`config.mk`:
```
export PLATFORM = sky130hd
export DESIGN_NAME = touch_report_parser
export DESIGN_NICKNAME = d
export VERILOG_FILES = /design/src/trp_pkg.sv /design/src/touch_report_parser.sv /design/src/trp_core.sv /design/src/trp_skid.sv
export SDC_FILE = /design/constraint.sdc
export NUM_CORES = 1
export LEC_CHECK = 0
export BUFFER_PORTS_ARGS = -buffer_cell sky130_fd_sc_hd__buf_4
export CAP_MARGIN = 20
export CORE_MARGIN = 2
export CORE_UTILIZATION = 55
export CTS_BUF_LIST = sky130_fd_sc_hd__clkbuf_8
export DETAILED_ROUTE_END_ITERATION = 8
export MAX_ROUTING_LAYER = met4
export PLACE_DENSITY_LB_ADDON = 0.15
export SLEW_MARGIN = 10
export SYNTH_ARGS = -nofsm -noshare
export SYNTH_HDL_FRONTEND = slang
export SYNTH_SLANG_ARGS = --single-unit
```
`constraint.sdc`:
```
create_clock -name clk -period 14.2 [get_ports clk]
set_clock_uncertainty 0.05 [all_clocks]
set_input_delay 2.84 -clock clk [delete_from_list [all_inputs] [get_ports clk]]
set_output_delay 2.84 -clock clk [all_outputs]
set_load 0.02 [all_outputs]
```
`src/trp_pkg.sv`:
```
// ----------------------------------------------------------------------------
// trp_pkg
// Types and constants shared by the touch report parser modules.
// ----------------------------------------------------------------------------
package trp_pkg;

  // Operating modes; the spare code behaves as the all-contacts mode
  typedef enum logic [1:0] {
    MODE_FIXED  = 2'd0,
    MODE_SINGLE = 2'd1,
    MODE_MULTI  = 2'd2,
    MODE_SPARE  = 2'd3
  } mode_t;

  // Configuration register indexes
  typedef enum logic [1:0] {
    CFG_MODE       = 2'd0,
    CFG_MAX_POINTS = 2'd1,
    CFG_MIN_COORD  = 2'd2,
    CFG_MAX_COORD  = 2'd3
  } cfg_index_t;

  localparam int CFG_DATA_W = 16;
  localparam int LEN_W      = 11;

  localparam logic [LEN_W-1:0] MIN_LEN_FIXED  = LEN_W'(59);
  localparam logic [LEN_W-1:0] MIN_LEN_RECORD = LEN_W'(44);
  localparam logic [7:0]       TOUCH_REPORT_ID = 8'h01;

  // Byte positions of the fixed layout
  localparam int FIXED_X_LO = 2;
  localparam int FIXED_X_HI = 3;
  localparam int FIXED_Y_LO = 6;
  localparam int FIXED_Y_HI = 7;

  // Record byte slots
  localparam logic [2:0] REC_HEAD = 3'd0;
  localparam logic [2:0] REC_X_LO = 3'd1;
  localparam logic [2:0] REC_X_HI = 3'd2;
  localparam logic [2:0] REC_Y_LO = 3'd3;
  localparam logic [2:0] REC_Y_HI = 3'd4;

  typedef struct packed {
    logic [7:0]       data_byte;
    logic [7:0]       report_id;
    logic [LEN_W-1:0] report_length;
  } item_t;

  typedef struct packed {
    logic [15:0] touch_x;
    logic [15:0] touch_y;
    logic        touch_valid;
    logic [4:0]  contact_tag;
    logic        report_end;
    logic        report_rejected;
  } result_t;

  typedef struct packed {
    mode_t       mode;
    logic [4:0]  max_points;
    logic [15:0] min_coord;
    logic [15:0] max_coord;
  } cfg_t;

endpackage

```
`src/touch_report_parser.sv`:
```
// ----------------------------------------------------------------------------
// touch_report_parser
// Byte-serial touch report parser with configuration registers.
// ----------------------------------------------------------------------------
// Output: each result is registered into the output register or the skid.
// Throughput: one report byte per cycle while item_stall is low; the two-entry
// result buffer keeps input flowing while one result waits downstream.
// Reset: synchronous; clears the walker state and the result buffer and loads
// the register defaults (all-contacts mode, five records, full range).
module touch_report_parser #(
  parameter int MAX_REPORT_BYTES = 1024
) (
  input  logic                            clk,
  input  logic                            rst,
  input  logic                            cfg_write,
  input  trp_pkg::cfg_index_t             cfg_index,
  input  logic [trp_pkg::CFG_DATA_W-1:0]  cfg_data,
  input  logic                            item_valid,
  output logic                            item_stall,
  input  trp_pkg::item_t                  item,
  output logic                            result_valid,
  input  logic                            result_stall,
  output trp_pkg::result_t                result
);

  trp_pkg::cfg_t    cfg;
  logic             accept;
  logic             push;
  trp_pkg::result_t push_data;

  // Configuration registers
  always_ff @(posedge clk) begin
    if (rst) begin
      cfg.mode       <= trp_pkg::MODE_MULTI;
      cfg.max_points <= 5'd5;
      cfg.min_coord  <= 16'h0000;
      cfg.max_coord  <= 16'hFFFF;
    end else if (cfg_write) begin
      unique case (cfg_index)
        trp_pkg::CFG_MODE:       cfg.mode       <= trp_pkg::mode_t'(cfg_data[1:0]);
        trp_pkg::CFG_MAX_POINTS: cfg.max_points <= cfg_data[4:0];
        trp_pkg::CFG_MIN_COORD:  cfg.min_coord  <= cfg_data;
        trp_pkg::CFG_MAX_COORD:  cfg.max_coord  <= cfg_data;
        default: ;
      endcase
    end
  end

  assign accept = item_valid && !item_stall;

  trp_core #(
    .MAX_REPORT_BYTES(MAX_REPORT_BYTES)
  ) u_core (
    .clk       (clk),
    .rst       (rst),
    .cfg       (cfg),
    .accept    (accept),
    .item      (item),
    .push      (push),
    .push_data (push_data)
  );

  trp_skid u_skid (
    .clk          (clk),
    .rst          (rst),
    .push         (push),
    .push_data    (push_data),
    .full         (item_stall),
    .result_valid (result_valid),
    .result_stall (result_stall),
    .result       (result)
  );

  // Input stalls only while a result is already waiting at the output
  a_stall_has_result: assert property (@(posedge clk) disable iff (rst)
    item_stall |-> result_valid)
    else $error("input stalled with no pending result");

  // Reset empties the result buffer
  a_reset_empty: assert property (@(posedge clk)
    rst |=> !result_valid && !item_stall)
    else $error("result buffer not empty after reset");

  // A rejected report always closes the report
  a_reject_is_end: assert property (@(posedge clk) disable iff (rst)
    result_valid && result.report_rejected |-> result.report_end)
    else $error("rejected result without end flag");

  // A stalled result holds
  a_result_hold: assert property (@(posedge clk) disable iff (rst)
    result_valid && result_stall |=> result_valid && $stable(result))
    else $error("stalled result changed");

endmodule

```
`src/trp_core.sv`:
```
// ----------------------------------------------------------------------------
// trp_core
// Per-byte report walker: tracks position and record state, forms results.
// ----------------------------------------------------------------------------
module trp_core #(
  parameter int MAX_REPORT_BYTES = 1024
) (
  input  logic             clk,
  input  logic             rst,
  input  trp_pkg::cfg_t    cfg,
  input  logic             accept,
  input  trp_pkg::item_t   item,
  output logic             push,
  output trp_pkg::result_t push_data
);

  localparam int BPW = $clog2(MAX_REPORT_BYTES);
  localparam int LW  = (BPW + 1 > trp_pkg::LEN_W) ? BPW + 1 : trp_pkg::LEN_W;

  logic [BPW-1:0] byte_position;
  logic [2:0]     record_byte;
  logic [4:0]     record_count;
  logic           record_tip;
  logic [4:0]     record_tag;
  logic [15:0]    record_x;
  logic [7:0]     record_y_low;
  logic [15:0]    held_x;
  logic [15:0]    held_y;
  logic [4:0]     held_tag;
  logic           held_found;

  logic [LW-1:0]  len_ext;
  logic [LW-1:0]  len_sat;
  logic [LW-1:0]  pos_inc;
  logic [trp_pkg::LEN_W-1:0] min_len;
  logic           rej;
  logic           last;
  logic           rec_active;
  logic [15:0]    rec_y;
  logic           rec_ok;

  function automatic logic in_range(input logic [15:0] x, input logic [15:0] y,
                                    input logic [15:0] lo, input logic [15:0] hi);
    return (x >= lo) && (x <= hi) && (y >= lo) && (y <= hi);
  endfunction

  // Clamp the length and classify the byte
  always_comb begin
    len_ext = LW'(item.report_length);
    if (len_ext == '0) begin
      len_sat = LW'(1);
    end else if (len_ext > LW'(MAX_REPORT_BYTES)) begin
      len_sat = LW'(MAX_REPORT_BYTES);
    end else begin
      len_sat = len_ext;
    end
    pos_inc    = LW'(byte_position) + LW'(1);
    last       = pos_inc >= len_sat;
    min_len    = (cfg.mode == trp_pkg::MODE_FIXED) ? trp_pkg::MIN_LEN_FIXED
                                                   : trp_pkg::MIN_LEN_RECORD;
    rej        = (item.report_id != trp_pkg::TOUCH_REPORT_ID) ||
                 (LW'(item.report_length) < LW'(min_len)) || (len_ext == '0);
    rec_active = (byte_position != '0) && (record_count < cfg.max_points);
    rec_y      = {item.data_byte, record_y_low};
    rec_ok     = record_tip && in_range(record_x, rec_y, cfg.min_coord, cfg.max_coord);
  end

  // Form the result for this byte
  always_comb begin
    push      = 1'b0;
    push_data = '0;
    if (last) begin
      push                = accept;
      push_data.report_end = 1'b1;
      if (rej) begin
        push_data.report_rejected = 1'b1;
      end else if (cfg.mode == trp_pkg::MODE_FIXED) begin
        push_data.touch_x     = record_x;
        push_data.touch_y     = held_y;
        push_data.touch_valid = in_range(record_x, held_y, cfg.min_coord, cfg.max_coord);
      end else if (cfg.mode == trp_pkg::MODE_SINGLE && held_found) begin
        push_data.touch_x     = held_x;
        push_data.touch_y     = held_y;
        push_data.touch_valid = 1'b1;
        push_data.contact_tag = held_tag;
      end
    end else if (!rej && cfg.mode != trp_pkg::MODE_FIXED &&
                 cfg.mode != trp_pkg::MODE_SINGLE && rec_active &&
                 record_byte == trp_pkg::REC_Y_HI && rec_ok) begin
      push                  = accept;
      push_data.touch_x     = record_x;
      push_data.touch_y     = rec_y;
      push_data.touch_valid = 1'b1;
      push_data.contact_tag = record_tag;
    end
  end

  // Advance the walker state on each accepted byte
  always_ff @(posedge clk) begin
    if (rst || (accept && last)) begin
      byte_position <= '0;
      record_byte   <= '0;
      record_count  <= '0;
      record_tip    <= 1'b0;
      record_tag    <= '0;
      record_x      <= '0;
      record_y_low  <= '0;
      held_x        <= '0;
      held_y        <= '0;
      held_tag      <= '0;
      held_found    <= 1'b0;
    end else if (accept) begin
      byte_position <= byte_position + BPW'(1);
      if (!rej) begin
        if (cfg.mode == trp_pkg::MODE_FIXED) begin
          if (byte_position == BPW'(trp_pkg::FIXED_X_LO)) begin
            record_x <= {8'h00, item.data_byte};
          end else if (byte_position == BPW'(trp_pkg::FIXED_X_HI)) begin
            record_x <= {item.data_byte, record_x[7:0]};
          end else if (byte_position == BPW'(trp_pkg::FIXED_Y_LO)) begin
            record_y_low <= item.data_byte;
          end else if (byte_position == BPW'(trp_pkg::FIXED_Y_HI)) begin
            held_y <= {item.data_byte, record_y_low};
          end
        end else if (rec_active) begin
          unique case (record_byte)
            trp_pkg::REC_HEAD: begin
              record_tip <= item.data_byte[0];
              record_tag <= item.data_byte[7:3];
            end
            trp_pkg::REC_X_LO: record_x     <= {8'h00, item.data_byte};
            trp_pkg::REC_X_HI: record_x     <= {item.data_byte, record_x[7:0]};
            trp_pkg::REC_Y_LO: record_y_low <= item.data_byte;
            default: begin
              // Hold the first good contact in single mode
              if (rec_ok && cfg.mode == trp_pkg::MODE_SINGLE && !held_found) begin
                held_x     <= record_x;
                held_y     <= rec_y;
                held_tag   <= record_tag;
                held_found <= 1'b1;
              end
              record_count <= record_count + 5'd1;
            end
          endcase
          record_byte <= (record_byte >= trp_pkg::REC_Y_HI) ? trp_pkg::REC_HEAD
                                                            : record_byte + 3'd1;
        end
      end
    end
  end

endmodule

```
`src/trp_skid.sv`:
```
// ----------------------------------------------------------------------------
// trp_skid
// Two-entry result buffer: output register plus one skid register.
// ----------------------------------------------------------------------------
module trp_skid (
  input  logic             clk,
  input  logic             rst,
  input  logic             push,
  input  trp_pkg::result_t push_data,
  output logic             full,
  output logic             result_valid,
  input  logic             result_stall,
  output trp_pkg::result_t result
);

  logic             skid_valid;
  trp_pkg::result_t skid_data;
  logic             pop;

  assign pop  = result_valid && !result_stall;
  assign full = skid_valid;

  // Refill from the skid first; new requests arrive only when it is empty
  always_ff @(posedge clk) begin
    if (rst) begin
      result_valid <= 1'b0;
      skid_valid   <= 1'b0;
    end else if (skid_valid) begin
      if (pop) begin
        result       <= skid_data;
        result_valid <= 1'b1;
        skid_valid   <= 1'b0;
      end
    end else if (push) begin
      if (!result_valid || pop) begin
        result       <= push_data;
        result_valid <= 1'b1;
      end else begin
        skid_data  <= push_data;
        skid_valid <= 1'b1;
      end
    end else if (pop) begin
      result_valid <= 1'b0;
    end
  end

endmodule
```
# Word-level counts from Yosys, hierarchy flattened
# Cells that the tools add are included.
[totals]
wordCells = 179
register_bits = 207
[classes]
bitwise = 6
add_sub_neg = 4
n_reduce_logical = 57
order_cmp = 11
mux = 46
n_eq_ne = 25
[op_table]
columns = ["operator", "n"]
rows = [
  ["16-bit two-way mux", 12],
  ["40-bit two-way mux", 4],
  ["38-bit two-way mux", 4],
  ["16-bit >= comparator", 3],
  ["16-bit less-or-equal comparator", 3],
  ["8-bit two-way mux", 6],
  ["33-bit two-way mux", 1],
  ["16-bit case mux with 2 select lines", 1],
  ["11-bit two-way mux", 2],
  ["10-bit by 2-bit equality test with 1-bit output, second input constant", 2],
  ["10-bit by 3-bit equality test with 1-bit output, second input constant", 2],
  ["1-bit logical AND", 18],
  ["2-bit nonzero test", 8],
  ["5-bit AND reduction", 3],
  ["2-bit != test, second input constant", 7],
  ["1-bit two-way mux", 12],
  ["4-bit AND reduction", 3],
  ["6-bit AND reduction", 2],
  ["10-bit by 1-bit adder with 11-bit output, second input constant", 1],
  ["11-bit >= comparator", 1],
  ["11-bit > comparator, second input constant", 1],
  ["11-bit zero test", 1],
  ["11-bit < comparator", 1],
  ["10-bit by 1-bit adder with 10-bit output, second input constant", 1],
  ["28 further kinds", 50],
]

# Logic depth before layout (Yosys ltp)
[logic_depth]
depth_word = 16
mapped_depth = 16

# Cells and area by module
# From an unflattened synthesis, not the netlist that was laid out.
[unflattened]
hier_cells = 1166
area_unflattened_um2 = 12085.3
[modules_own_cells]
columns = ["mod", "cells_each", "area_each_um2", "instances"]
rows = [
  ["trp_core", 863, 7435.9, 1],
  ["trp_skid", 137, 3011.6, 1],
  ["touch_report_parser", 166, 1637.8, 1],
]

# Worst setup path after synthesis
# Ideal clock, no wire load.
[synth_path]
path_kind = "input-to-reg"
startpoint = "input port item[21] (netlist name)"
endpoint = "register u_skid.skid_data[0] (netlist name), enable pin"
stages = 9
t_required_ns = 13.652
path_slack_ns = 5.841
t_arrival_ns = 7.811
path_buffers = 2
cell_sequence = "ha_1 -> nand4_1 -> or4_1 -> nor2_1 -> o2111a_1 -> clkbuf_1 -> clkbuf_1 -> nand2_1 -> a211oi_1"
[synth_via]
elab_chain_len = 8
[synth_rtl]
columns = ["element", "line_no", "text"]
rows = [
  ["from (decl)", "touch_report_parser.sv:20", "input trp_pkg::item_t item,"],
  ["16-bit >= comparator", "trp_core.sv:44", "return (x >= lo) && (x <= hi) && (y >= lo) && (y <= hi);"],
  ["1-bit logical AND", "trp_core.sv:44", ""],
  ["1-bit logical AND *", "trp_core.sv:44", ""],
  ["1-bit logical AND *", "trp_core.sv:65", "rec_ok = record_tip && in_range(record_x, rec_y, cfg.min_coord, cfg.max_coord);"],
  ["1-bit logical AND *", "trp_core.sv:89", "record_byte == trp_pkg::REC_Y_HI && rec_ok) begin"],
  ["1-bit two-way mux *", "trp_core.sv:87", "end else if (!rej && cfg.mode != trp_pkg::MODE_FIXED &&"],
  ["1-bit two-way mux *", "trp_core.sv:72", "if (last) begin"],
  ["4-bit AND reduction (no source line) *", "--", ""],
  ["to (signal assigned)", "trp_skid.sv:39", "skid_data <= push_data;"],
  ["to (decl)", "trp_skid.sv:17", "trp_pkg::result_t skid_data;"],
]
# Every way passes the cells marked *; elsewhere a longest branch is shown, timed or not.
# A chain may end at the register's enable or synchronous reset.

# Final worst setup path
[layout_path]
startpoint = "input port item[21] (netlist name)"
endpoint = "register u_skid.skid_data[16] (netlist name), enable pin"
# Same word-level chain as after synthesis.

==> metrics.csv <==
stage,metric,value,unit
routing,viasPerCell,6.44,
yosys,yosys_warnings,0,
yosys,synth-xor-area-share,1.42,%
yosys,synth.avg_cell_area,9.06,um2
finish,fillers,1920,
floorplanning,die_y,154,um
worst_hold_path,min_path_type,flop to flop,
flow_run,max_cap_violations,0,
yosys,synth_edf_count,80,
floorplanning,start_util,56.2,%
routing,vias,11100,
global_route,grt_pass1_vias,10100,
routing,ant_nets,0,
place,dpl_worst_slack,7670,ps
setup_path,crit_family,compound AO/OA/AOI/OAI gates,
clock_network,clkLatencyLatePin,550,ps
floorplanning,io_pins,92,
clock_network,path_clk_slew,50,ps
yosys,synth_top_area_share,20.7,%
global_route,grt_first_pass_wirelength,55700,um
routing,drt-wirelength-per-cell,20.5,um
setup_path,crit_arrival,6160,ps
global_route,antenna_found_initial,0,
setup_path,cp_slowest_cell,buf_4,
yosys,synth.most_common_cell,nand2_1,
setup_path,critPathKind,primary input to flop,
place,hpwl,24300,um
clock_network,htreeDepth,2,
routing,drtIter0Drc,1037,
setup_path,endpoint_kind,flop,
place,routabilityCongestion,0.894,
timing,finalWorstSetupSlack,8160,ps
power,leakage,5.44,nW
global_route,track_usage,30.1,%
floorplanning,num_rows,54,
clock_network,cts-root-buf,clkbuf_8,
global_route,grt_overflow,0,
setup_path,start_kind,primary input,
yosys,synth_top_family_by_area,compound AO/OA/AOI/OAI gates,
yosys,synthAdderAreaFrac,12.5,%
clock_network,clock_sinks,207,
setup_path,path_cells,"buf_4, ha_1, a21oi_1, nand2_1, a221oi_1, o221a_2, o2111a_1, buf_4, nand2_1, a211oi_4, buf_4",
routing,drt_wl_total,35200,um
place,dp.cells,1652,
yosys,ys.flop_type,dfxtp_1,
timing,slew_headroom,24.3,%
yosys,ys_types,64,
power,p_int,0.000916,W
clock_network,numCtsBuffers,37,
setup_path,path_common_cell,buf_4,
power,ir_worst_vdd,0.0721,mV
timing,fmax,166,MHz
yosys,synthMuxAreaShare,2.29,%
timing,hold_viol_final,0,
finish,area_growth,12.9,%
clock_network,cts_tree,built,
power,power_frac_comb,7.3,%
run_status,status,completed,
yosys,synth.area.top_cells,"dfxtp_1 (21%), edfxtp_1 (20%), ha_1 (13%)",
place,io_buffers,91,
power,p_sw_share,25.2,%
finish,drive_above_1_share,12.1,%
setup_path,slowest_delay,520,ps
power,power_density,88.2,nW/um2
yosys,ys_seq_elements,207,
yosys,netlist_instances,1359,
yosys,synth_top_area_cell,dfxtp_1,
clock_network,cts_resized,0,
clock_network,clock_path_buffers,3,
timing,setup_viol,0,
setup_path,crit_buf_inv,3,
floorplanning,core,21900,um2
clock_network,holdBufCountCts,0,
timing,rsz0062_at_grt,false,
yosys,synth-simple-area-share,18.9,%
routing,drc,0,
yosys,synthArstFlopShare,0,%
setup_path,cp.required,14320,ps
yosys,synth_compound_area_share,19.6,%
clock_network,cts_setup_buffers,0,
power,seq_power_share,50.7,%
power,p_switching,0.000309,W
yosys,seq_area_frac_synth,40.2,%
routing,dr.pass1.iters,5,
timing,worst_slew_pin_slew,1130,ps
timing,fin_crit,6040,ps
floorplanning,die_area,23600,um2
yosys,synthTopCellsByCount,"nand2_1 (161), dfxtp_1 (127), ha_1 (123)",
timing,fin_setup_tns,0,ps
yosys,synth_nets,1532,
power,pwr-share-clk,42.0,%
finish,antennaDiodeCount,0,
global_route,grt_max_degree,119,
yosys,syn_area,12300,um2
timing,fin_crit_sh,42.5,%
finish,layout.cells.non_filler,1721,
floorplanning,die_w,154,um
setup_path,critPathMaxFanout,58,
timing,drv_slew,0,
finish,final_nets,1587,
## flip-flops by register name, summed over array words and instances (netlist names), 8 cells and up
register,flops
u_core.held_x,16
u_skid.result,40
u_skid.skid_data,40
u_core.byte_position,10
u_core.held_y,16
u_core.record_x,16
u_core.record_y_low,8
cfg,39
## layout by cell type, fill, tap and decap left out, types with 6 or more instances in the layout
master	instances
xor2_1	12
and3_1	6
mux2i_1	27
dfxtp_1	126
a21o_1	9
nand4_1	58
nor2_1	71
o41ai_1	23
clkbuf_8	41
a21oi_1	90
edfxtp_1	80
nor4_1	21
a2111oi_0	19
ha_1	123
o211ai_1	19
nand3_1	54
nor2b_1	19
nand3b_1	23
nand2b_1	9
nor3_1	29
a22o_1	16
buf_4	110
a211oi_1	23
o311ai_0	21
o21ai_0	50
clkinv_1	6
inv_1	88
xnor2_1	8
nand2_1	161
o2111ai_1	16
a32oi_1	16
## cell type report
class,count,area [um2],area share [%]
clock buffers,41,564,4.06
inverters,74,278,2.00
flip-flops and latches,207,4950,35.6
well taps,280,350,2.52
multi-input cells,983,6790,48.8
clock inverters,25,111,0.802
repair buffers,111,853,6.14
## per-layer routing
metal / global-route usage [%] / share of wire, %
met5: - / 0
met4: 7.65 / 1.5
met3: 5.83 / 9.4
met2: 44.4 / 44
met1: 42.6 / 45
## kinds of logic after synthesis
group                    after synthesis
flip-flops                           207
buffers and inverters                169
multiplexers                          28
XOR/XNOR                              20
adder cells (fa/ha/maj)              123
AND/OR/NAND/NOR                      471
AO/OA/AOI/OAI                        341
## metrics by stage
step | hold WS (ps) | util (%) | instance area [um2] | total power [W]
after floorplan | 386 | - | 12300 | 0.000684
after global placement | 393 | 60.2 | 13200 | 0.000719
after detailed placement | 396 | 60.2 | 13200 | 0.000721
after CTS | 404 | 63.3 | 13800 | 0.00123
after global routing | 421 | 63.5 | 13900 | 0.00127
final | 403 | 63.5 | 13900 | 0.00123
## tightest hold or removal path: stages, from the launching register on
cell,delay (ps)
dfxtp_1,300
nand2_1,50
a21oi_1,50
## worst paths after layout
kind | to | depth (start not counted) | from | slack, ps
worst max-delay path | u_skid.skid_data[16]$_DFFE_PP_ | 11 | item[21] | 8160
worst min-delay path | cfg[29]$_SDFFE_PP0P_ | 2 | cfg[29]$_SDFFE_PP0P_ | 400
worst max register to register | u_core.held_tag[1]$_SDFFE_PP0P_ | 11 | cfg[37]$_SDFFE_PP0P_ | 9140
worst min register to register | cfg[29]$_SDFFE_PP0P_ | 2 | cfg[29]$_SDFFE_PP0P_ | 400
## power by group through the flow
stage / clock network, W / logic [W] / registers [W]
3_3_place_gp: 0 / 0.0000845 / 0.000634
3_5_place_dp: 0 / 0.0000869 / 0.000634
6_report: 0.000514 / 0.0000893 / 0.000622
4_1_cts: 0.000522 / 0.0000876 / 0.000622
5_1_grt: 0.000552 / 0.0000982 / 0.000622
2_1_floorplan: 0 / 0.0000500 / 0.000634
No activity file was read; power rests on OpenSTA's default activity.
